===== config.mk =====
export PLATFORM = sky130hd
export DESIGN_NAME = joystick_differential_drive_mixer_top
export DESIGN_NICKNAME = d
export VERILOG_FILES = /design/src/sv/jddm_pkg.sv /design/src/sv/jddm_div.sv /design/src/sv/joystick_differential_drive_mixer_top.sv
export SDC_FILE = /design/constraint.sdc
export NUM_CORES = 2
export LEC_CHECK = 0
export BUFFER_PORTS_ARGS = -buffer_cell sky130_fd_sc_hd__buf_4
export CORE_UTILIZATION = 59
export DETAILED_ROUTE_END_ITERATION = 8
export HOLD_SLACK_MARGIN = 0.02
export PLACE_DENSITY = 0.84
export SLEW_MARGIN = 25
export SYNTH_ARGS = -nofsm -noshare
export SYNTH_HDL_FRONTEND = slang
export SYNTH_SLANG_ARGS = --single-unit

===== constraint.sdc =====
create_clock -name clk -period 11 [get_ports clk]
set_input_delay 2.75 -clock clk [delete_from_list [all_inputs] [get_ports clk]]
set_output_delay 2.75 -clock clk [all_outputs]
set_load 0.02 [all_outputs]

===== src/sv/jddm_pkg.sv =====
package jddm_pkg;

  // Stick and drive formats
  localparam int AXIS_W  = 8;
  localparam int DRIVE_W = 8;

  // Full-scale axis value used by the premix
  localparam int AXIS_RANGE_DEF = 127;

  // Pivot limit register
  localparam int                   PIVOT_LIMIT_W   = 7;
  localparam logic [PIVOT_LIMIT_W-1:0] PIVOT_LIMIT_RST = 7'd32;

  // Quotient bits of the drive magnitude; the magnitude saturates at 2**QBITS-1
  localparam int QBITS = DRIVE_W - 1;

endpackage


===== src/sv/jddm_div.sv =====
// Two-lane pipelined restoring divider: an entry stage, then one quotient bit per stage.
// Each lane divides an unsigned magnitude by a shared positive divisor and
// saturates the quotient to 2**QBITS-1.
module jddm_div #(
  parameter int NW = 34,
  parameter int DW = 22
) (
  input  logic                       clk,
  input  logic                       rst,
  input  logic                       in_valid,
  output logic                       in_ready,
  input  logic [NW-1:0]              in_mag_l,
  input  logic                       in_neg_l,
  input  logic [NW-1:0]              in_mag_r,
  input  logic                       in_neg_r,
  input  logic [DW-1:0]              in_den,
  output logic                       out_valid,
  input  logic                       out_ready,
  output logic [jddm_pkg::QBITS-1:0] out_q_l,
  output logic                       out_neg_l,
  output logic [jddm_pkg::QBITS-1:0] out_q_r,
  output logic                       out_neg_r
);
  import jddm_pkg::*;

  logic [QBITS:0]    vld;
  logic [QBITS:0]    rdy;
  logic [NW-1:0]     rem_l [QBITS+1];
  logic [NW-1:0]     rem_r [QBITS+1];
  logic [QBITS-1:0]  q_l   [QBITS+1];
  logic [QBITS-1:0]  q_r   [QBITS+1];
  logic [QBITS:0]    ovf_l;
  logic [QBITS:0]    ovf_r;
  logic [QBITS:0]    neg_l;
  logic [QBITS:0]    neg_r;
  logic [DW-1:0]     den   [QBITS+1];
  logic [NW-1:0]     lim_in;
  logic              ovf_in_l;
  logic              ovf_in_r;

  // Stage ready: a stage takes new data when empty or when it drains
  genvar i;
  generate
    for (i = 0; i < QBITS; i++) begin : g_rdy
      assign rdy[i] = !vld[i] || rdy[i+1];
    end
  endgenerate
  assign rdy[QBITS] = !vld[QBITS] || out_ready;
  assign in_ready   = rdy[0];

  // Saturation check: the quotient must stay below 2**QBITS
  assign lim_in   = NW'(in_den) << QBITS;
  assign ovf_in_l = in_mag_l >= lim_in;
  assign ovf_in_r = in_mag_r >= lim_in;

  // Entry stage
  always_ff @(posedge clk) begin
    if (rst) begin
      vld[0] <= 1'b0;
    end else if (rdy[0]) begin
      vld[0] <= in_valid;
    end
  end

  always_ff @(posedge clk) begin
    if (rdy[0] && in_valid) begin
      rem_l[0] <= in_mag_l;
      rem_r[0] <= in_mag_r;
      q_l[0]   <= '0;
      q_r[0]   <= '0;
      ovf_l[0] <= ovf_in_l;
      ovf_r[0] <= ovf_in_r;
      neg_l[0] <= in_neg_l;
      neg_r[0] <= in_neg_r;
      den[0]   <= in_den;
    end
  end

  // One restoring step per stage, most significant quotient bit first
  generate
    for (i = 1; i <= QBITS; i++) begin : g_step
      localparam int K = QBITS - i;
      logic [NW-1:0] dsh;
      logic          ge_l;
      logic          ge_r;

      assign dsh  = NW'(den[i-1]) << K;
      assign ge_l = rem_l[i-1] >= dsh;
      assign ge_r = rem_r[i-1] >= dsh;

      always_ff @(posedge clk) begin
        if (rst) begin
          vld[i] <= 1'b0;
        end else if (rdy[i]) begin
          vld[i] <= vld[i-1];
        end
      end

      always_ff @(posedge clk) begin
        if (rdy[i] && vld[i-1]) begin
          rem_l[i] <= ge_l ? rem_l[i-1] - dsh : rem_l[i-1];
          rem_r[i] <= ge_r ? rem_r[i-1] - dsh : rem_r[i-1];
          q_l[i]   <= {q_l[i-1][QBITS-2:0], ge_l};
          q_r[i]   <= {q_r[i-1][QBITS-2:0], ge_r};
          ovf_l[i] <= ovf_l[i-1];
          ovf_r[i] <= ovf_r[i-1];
          neg_l[i] <= neg_l[i-1];
          neg_r[i] <= neg_r[i-1];
          den[i]   <= den[i-1];
        end
      end
    end
  endgenerate

  // Clamp saturated lanes to full scale
  assign out_valid = vld[QBITS];
  assign out_q_l   = ovf_l[QBITS] ? {QBITS{1'b1}} : q_l[QBITS];
  assign out_q_r   = ovf_r[QBITS] ? {QBITS{1'b1}} : q_r[QBITS];
  assign out_neg_l = neg_l[QBITS];
  assign out_neg_r = neg_r[QBITS];

endmodule


===== src/sv/joystick_differential_drive_mixer_top.sv =====
// Joystick differential drive mixer.
// Input stream (s_axis): one joystick sample per transfer, tdata holds
// stick_x in [7:0] and stick_y in [15:8], both two's complement.
// Output stream (m_axis): one result per sample, tdata holds left_drive in
// [7:0] and right_drive in [15:8], both two's complement in -127..+127.
// Configuration: cfg_we writes cfg_wdata into the pivot limit at the clock
// edge; write it only while no sample is in flight. A limit of 0 acts as 1.
// Throughput is one sample per cycle while m_axis_tready stays high. The
// pipeline holds the capture stage, three mixing stages (premix, products,
// sum and magnitude), an eight-stage divider whose entry stage is followed
// by one restoring step per quotient bit, and the output register.
// Reset: rst clears every valid bit and loads the pivot limit with 32.
// Stalls: when m_axis_tready is low the result holds on m_axis; stages
// behind it keep filling up any empty slots, so s_axis_tready only drops
// once the pipeline is full.
module joystick_differential_drive_mixer_top #(
  parameter int AXIS_RANGE = jddm_pkg::AXIS_RANGE_DEF
) (
  input  logic                                 clk,
  input  logic                                 rst,
  input  logic                                 s_axis_tvalid,
  output logic                                 s_axis_tready,
  input  logic [2*jddm_pkg::AXIS_W-1:0]        s_axis_tdata,   // stick_x, stick_y
  output logic                                 m_axis_tvalid,
  input  logic                                 m_axis_tready,
  output logic [2*jddm_pkg::DRIVE_W-1:0]       m_axis_tdata,   // left_drive, right_drive
  input  logic                                 cfg_we,
  input  logic [jddm_pkg::PIVOT_LIMIT_W-1:0]   cfg_wdata       // pivot_limit
);
  import jddm_pkg::*;

  // Widths that follow from the axis range
  localparam int RW  = $clog2(AXIS_RANGE + 1);
  localparam int BW  = $clog2(AXIS_RANGE + 129) + 1;
  localparam int PW  = 2 * AXIS_W;
  localparam int M1W = BW + PW;
  localparam int RTW = RW + PIVOT_LIMIT_W;
  localparam int DW  = RTW;
  localparam int M2W = RTW + AXIS_W + 1;
  localparam int NSW = ((M1W > M2W) ? M1W : M2W) + 1;

  localparam logic signed [BW-1:0] RANGE_B = BW'(AXIS_RANGE);

  // Pivot limit register
  logic [PIVOT_LIMIT_W-1:0] pivot_limit;

  always_ff @(posedge clk) begin
    if (rst) begin
      pivot_limit <= PIVOT_LIMIT_RST;
    end else if (cfg_we) begin
      pivot_limit <= cfg_wdata;
    end
  end

  // Pipeline control
  logic v0, va, vb, vc, vo;
  logic r0, ra, rb, rc, ro;
  logic div_in_ready, div_out_valid;

  assign ro = !vo || m_axis_tready;
  assign rc = !vc || div_in_ready;
  assign rb = !vb || rc;
  assign ra = !va || rb;
  assign r0 = !v0 || ra;
  assign s_axis_tready = r0;

  // Stage 0: capture the sample
  logic signed [AXIS_W-1:0] x0, y0;

  always_ff @(posedge clk) begin
    if (rst) begin
      v0 <= 1'b0;
    end else if (r0) begin
      v0 <= s_axis_tvalid;
    end
  end

  always_ff @(posedge clk) begin
    if (r0 && s_axis_tvalid) begin
      x0 <= s_axis_tdata[AXIS_W-1:0];
      y0 <= s_axis_tdata[2*AXIS_W-1:AXIS_W];
    end
  end

  // Stage A: premix bases, throttle magnitude, divisor
  logic [AXIS_W-1:0]        ay;
  logic [PIVOT_LIMIT_W-1:0] lim;
  logic                     hi_n;
  logic [PIVOT_LIMIT_W-1:0] tgap;
  logic signed [BW-1:0]     xb;
  logic signed [BW-1:0]     base_l_n, base_r_n;

  always_comb begin
    ay   = y0[AXIS_W-1] ? AXIS_W'(-y0) : AXIS_W'(y0);
    lim  = (pivot_limit == '0) ? PIVOT_LIMIT_W'(1) : pivot_limit;
    hi_n = ay > {1'b0, lim};
    tgap = hi_n ? '0 : lim - ay[PIVOT_LIMIT_W-1:0];
    xb   = BW'(x0);
    if (!y0[AXIS_W-1]) begin
      base_l_n = x0[AXIS_W-1] ? RANGE_B + xb : RANGE_B;
      base_r_n = x0[AXIS_W-1] ? RANGE_B : RANGE_B - xb;
    end else begin
      base_l_n = x0[AXIS_W-1] ? RANGE_B : RANGE_B - xb;
      base_r_n = x0[AXIS_W-1] ? RANGE_B + xb : RANGE_B;
    end
  end

  logic signed [AXIS_W-1:0] xa, ya;
  logic signed [PW-1:0]     pa;
  logic                     hia;
  logic signed [BW-1:0]     base_la, base_ra;
  logic [RTW-1:0]           rta;
  logic [DW-1:0]            dena;

  always_ff @(posedge clk) begin
    if (rst) begin
      va <= 1'b0;
    end else if (ra) begin
      va <= v0;
    end
  end

  always_ff @(posedge clk) begin
    if (ra && v0) begin
      xa      <= x0;
      ya      <= y0;
      pa      <= PW'(y0) * PW'($signed({1'b0, ay}));
      hia     <= hi_n;
      base_la <= base_l_n;
      base_ra <= base_r_n;
      rta     <= RTW'(AXIS_RANGE) * RTW'(tgap);
      dena    <= hi_n ? DW'(AXIS_RANGE) : DW'(AXIS_RANGE) * DW'(lim);
    end
  end

  // Stage B: throttle products and pivot product
  logic signed [PW-1:0] sel;

  assign sel = hia ? PW'(ya) : pa;

  logic signed [M1W-1:0] m1_lb, m1_rb;
  logic signed [M2W-1:0] m2b;
  logic [DW-1:0]         denb;

  always_ff @(posedge clk) begin
    if (rst) begin
      vb <= 1'b0;
    end else if (rb) begin
      vb <= va;
    end
  end

  always_ff @(posedge clk) begin
    if (rb && va) begin
      m1_lb <= M1W'(base_la) * M1W'(sel);
      m1_rb <= M1W'(base_ra) * M1W'(sel);
      m2b   <= M2W'($signed({1'b0, rta})) * M2W'(xa);
      denb  <= dena;
    end
  end

  // Stage C: numerators, split into sign and magnitude
  logic signed [NSW-1:0] n_l, n_r;

  assign n_l = NSW'(m1_lb) + NSW'(m2b);
  assign n_r = NSW'(m1_rb) - NSW'(m2b);

  logic [NSW-1:0] mag_lc, mag_rc;
  logic           neg_lc, neg_rc;
  logic [DW-1:0]  denc;

  always_ff @(posedge clk) begin
    if (rst) begin
      vc <= 1'b0;
    end else if (rc) begin
      vc <= vb;
    end
  end

  always_ff @(posedge clk) begin
    if (rc && vb) begin
      mag_lc <= n_l[NSW-1] ? NSW'(-n_l) : NSW'(n_l);
      mag_rc <= n_r[NSW-1] ? NSW'(-n_r) : NSW'(n_r);
      neg_lc <= n_l[NSW-1];
      neg_rc <= n_r[NSW-1];
      denc   <= denb;
    end
  end

  // Divide, truncating toward zero, with saturation
  logic [QBITS-1:0] q_l, q_r;
  logic             qneg_l, qneg_r;

  jddm_div #(
    .NW (NSW),
    .DW (DW)
  ) u_div (
    .clk       (clk),
    .rst       (rst),
    .in_valid  (vc),
    .in_ready  (div_in_ready),
    .in_mag_l  (mag_lc),
    .in_neg_l  (neg_lc),
    .in_mag_r  (mag_rc),
    .in_neg_r  (neg_rc),
    .in_den    (denc),
    .out_valid (div_out_valid),
    .out_ready (ro),
    .out_q_l   (q_l),
    .out_neg_l (qneg_l),
    .out_q_r   (q_r),
    .out_neg_r (qneg_r)
  );

  // Output register: restore the sign
  logic signed [DRIVE_W-1:0] drv_l, drv_r;

  assign drv_l = qneg_l ? -DRIVE_W'(q_l) : DRIVE_W'(q_l);
  assign drv_r = qneg_r ? -DRIVE_W'(q_r) : DRIVE_W'(q_r);

  always_ff @(posedge clk) begin
    if (rst) begin
      vo <= 1'b0;
    end else if (ro) begin
      vo <= div_out_valid;
    end
  end

  always_ff @(posedge clk) begin
    if (ro && div_out_valid) begin
      m_axis_tdata <= {drv_r, drv_l};
    end
  end

  assign m_axis_tvalid = vo;

endmodule


==> key figures <==
Clock tree
  • Num CTS Buffers: 90
  • Longest Clk Path Bufs: 3
  • H-tree depth: 3
  • Clock Latency Late Sink: 0.67 ns
  • Resized Gates After CTS: 0
  • Postcts setup bufs: 0
  • Sink Count: 835
  • Clock Pin Slew Worst Setup and Hold Paths: 0.06 ns
  • # hold bufs at CTS: 0
  • Clock root buffer: clkbuf_16
  • CTS tree: built

Logic synthesis
  • Cell Area, Synth: 60,600 µm²
  • Warnings, synthesis: 0
  • Seq/Total Area, Yosys: 41.0%
  • Syn Inst Count: 5,558
  • Prevailing post-synth register cell: edfxtp_1
  • #FFs+latches synth: 835
  • Post-synth EDFFs: 815
  • Synthesized area per cell: 10.9 µm²
  • Unique masters post-synth: 85
  • Asr flop ratio synth: 0%

Detailed routing
  • Drt total wl: 130 mm
  • # DRC: 0
  • Vias per inst: 5.62
  • Final ANT Viol Nets: 0
  • Drt first pass iters: 6
  • DR WL/cell: 18.5 µm
  • Via count: 39,600
  • Initial DRC count: 2,446

Floorplan
  • Core ar.: 102,000 µm²
  • Die ar.: 104,000 µm²
  • I/O pin cnt: 46
  • Starting Density: 59.6%
  • Die height: 323 µm
  • Site Rows: 117
  • Die X: 323 µm

Worst setup path
  • Crit path DAT: 5.54 ns
  • R2r setup slk: 2.72 ns
  • Critical path fanouts, max: 7
  • Worst R2R End: rta[13]
  • Worst setup SP type: input port
  • FF-to-FF path depth: 32
  • Critical path class: input port to output port
  • Required time worst endpoint: 8.25 ns
  • R2r startpoint: y0[0]
  • CP endpoint kind: output port

Timing
  • Setup TNS Final: 0 ns
  • RSZ-0062 raised after global routing: false
  • Hold WS: 0.410 ns
  • Max Slew Vio Count: 0
  • Rel. slew slack: 36.2%
  • Final setup fails: 0
  • Worst slew pin tran: 0.950 ns
  • Final Hold Fails: 0
  • Min Clock Period, post-route: 8.29 ns
  • Max Clock Freq: 121 MHz
  • Tcrit/Tclk final: 75.3%
  • Max Clock Skew: 0.0219 ns

Global route
  • Grt ovf: 0
  • Total Routing Usage GR: 25.6%
  • Largest net degree at the start of global routing: 79
  • Initial antenna violation count: 1
  • Vias in the first global route: 40,600
  • First-pass GRT wire length: 207 mm

Final layout
  • Area delta synth->final: 8.35%
  • Share of post-route cells with drive strength above 1: 5.25%
  • Fillers: 7,574
  • Post-Layout Cell Count: 7,049
  • Layout Nets: 6,595
  • # diodes: 0

Power
  • Power Dens Cells: 319 nW/µm²
  • Worst vdd ir: 0.449 mV
  • Leakage: 0.0277 µW

Place
  • GPL Wtd Cong: 0.956
  • Port Buffers: 45
  • DP Wirelength: 104 mm
  • Placed cell count: 6,888

Min path
  • Worst Hold Class: register to register
  • Hold Path Origin: u_div.q_l[3][4]
  • Hold depth: 0
  • Min-Delay Endpoint: u_div.q_l[3][12]

Status
  • Status: completed

Run
  • Total of max-cap violations: 0
cells in the final DEF (no fill, tap or decap), drive strengths merged, types with 105 or more instances in the layout:
| cell type | instances |
|---|---|
| a21o | 111 |
| edfxtp | 815 |
| nor2 | 340 |
| a21oi | 294 |
| inv | 713 |
| ha | 559 |
| xnor2 | 276 |
| nand2 | 462 |
| fa | 395 |
| xor2 | 147 |
| and2 | 208 |
| o21ai | 203 |
| clkbuf | 105 |
critical path, cell delays in order:
cell and delay, ns:
buf_4 0.11, nor2b_1 0.31, and3_1 0.38, and3_1 0.29, and2_1 0.35, and3_1 0.45
and3_1 0.49, nand4_1 0.20, buf_4 0.20
sequential cells by signal, indices dropped and copies added (netlist names), 9 cells and up:
register,flops
u_div.q_l,28
dena,14
mag_rc,26
pa,15
base_ra,9
u_div.q_r,28
rta,14
mag_lc,26
m1_lb,25
u_div.rem_r,182
m_axis_tdata,16
m2b,23
denc,14
denb,14
u_div.rem_l,182
u_div.den,98
m1_rb,25
base_la,9
per-layer routing:
layer	vias up	wire (µm)	GRT usage [%]	part of all wire [%]
met5	-	0	0	0
met4	0	9620	17.1	7.4
met3	364	4180	2.62	3.2
met2	942	69100	47.9	53
met1	19100	47400	27.0	36
li1	19300	-	-	-
cells by family (layout without fill, tap and decap cells):
logic type / count (synthesis) / count (layout) / share of synthesized area (%)
other: 2 / 7 / 0.0124
AO/OA/AOI/OAI: 890 / 890 / 9.15
XOR/XNOR: 423 / 423 / 6.11
adder cells (fa/ha/maj): 954 / 954 / 24.6
multiplexers: 56 / 56 / 0.997
flip-flops: 835 / 835 / 41.0
AND/OR/NAND/NOR: 1578 / 1578 / 13.0
buffers and inverters: 820 / 938 / 5.09
synthesized netlist by cell type, types with 93 or more instances:
cell type / instances / area (µm²)
and2_1: 208 / 1300
fa_1: 395 / 7910
ha_1: 559 / 6990
edfxtp_1: 815 / 24500
inv_1: 708 / 2660
clkbuf_1: 103 / 387
a21oi_1: 294 / 1470
o21ai_0: 199 / 996
a21o_1: 111 / 833
nor3_1: 93 / 465
nand2_1: 462 / 1730
xor2_1: 147 / 1290
nor2_1: 340 / 1280
xnor2_1: 276 / 2420
power by group:
group	switching, µW	total (µW)	internal, µW
logic	7410	13100	5660
registers	254	4760	4510
clock network	1250	3120	1860
total	8920	21000	12000
how the worst max path moves through the flow:
stage	from	end	slack, ns
2_1_floorplan	m_axis_tready	denb[0]	0.05
3_3_place_gp	m_axis_tready	s_axis_tready	2.80
3_5_place_dp	m_axis_tready	s_axis_tready	2.73
4_1_cts	m_axis_tready	s_axis_tready	2.72
5_1_grt	y0[0]	rta[13]	2.00
6_report	m_axis_tready	s_axis_tready	2.71
final cells by class:
cell class / count / area (µm²) / area share (%)
Tap cell: 1368 / 1710 / 2.61
Sequential cell: 835 / 24900 / 37.9
Inverter: 709 / 2660 / 4.05
Clock inverter: 55 / 744 / 1.13
Clock buffer: 105 / 2310 / 3.52
Multi-Input combinational cell: 3908 / 32800 / 50.0
Timing Repair Buffer: 69 / 538 / 0.819
through the flow:
step | worst slack (ns) | util (%) | instance area, µm² | total power [µW]
floorplan | 0.0512 | - | 60600 | 14700
global placement | 2.80 | 61.5 | 62600 | 17200
detailed placement | 2.73 | 61.5 | 62600 | 17700
CTS | 2.72 | 64.5 | 65600 | 21000
global route | 2.00 | 64.5 | 65700 | 22800
finish | 2.71 | 64.5 | 65700 | 21000
Power figures use the tool's default switching activity.
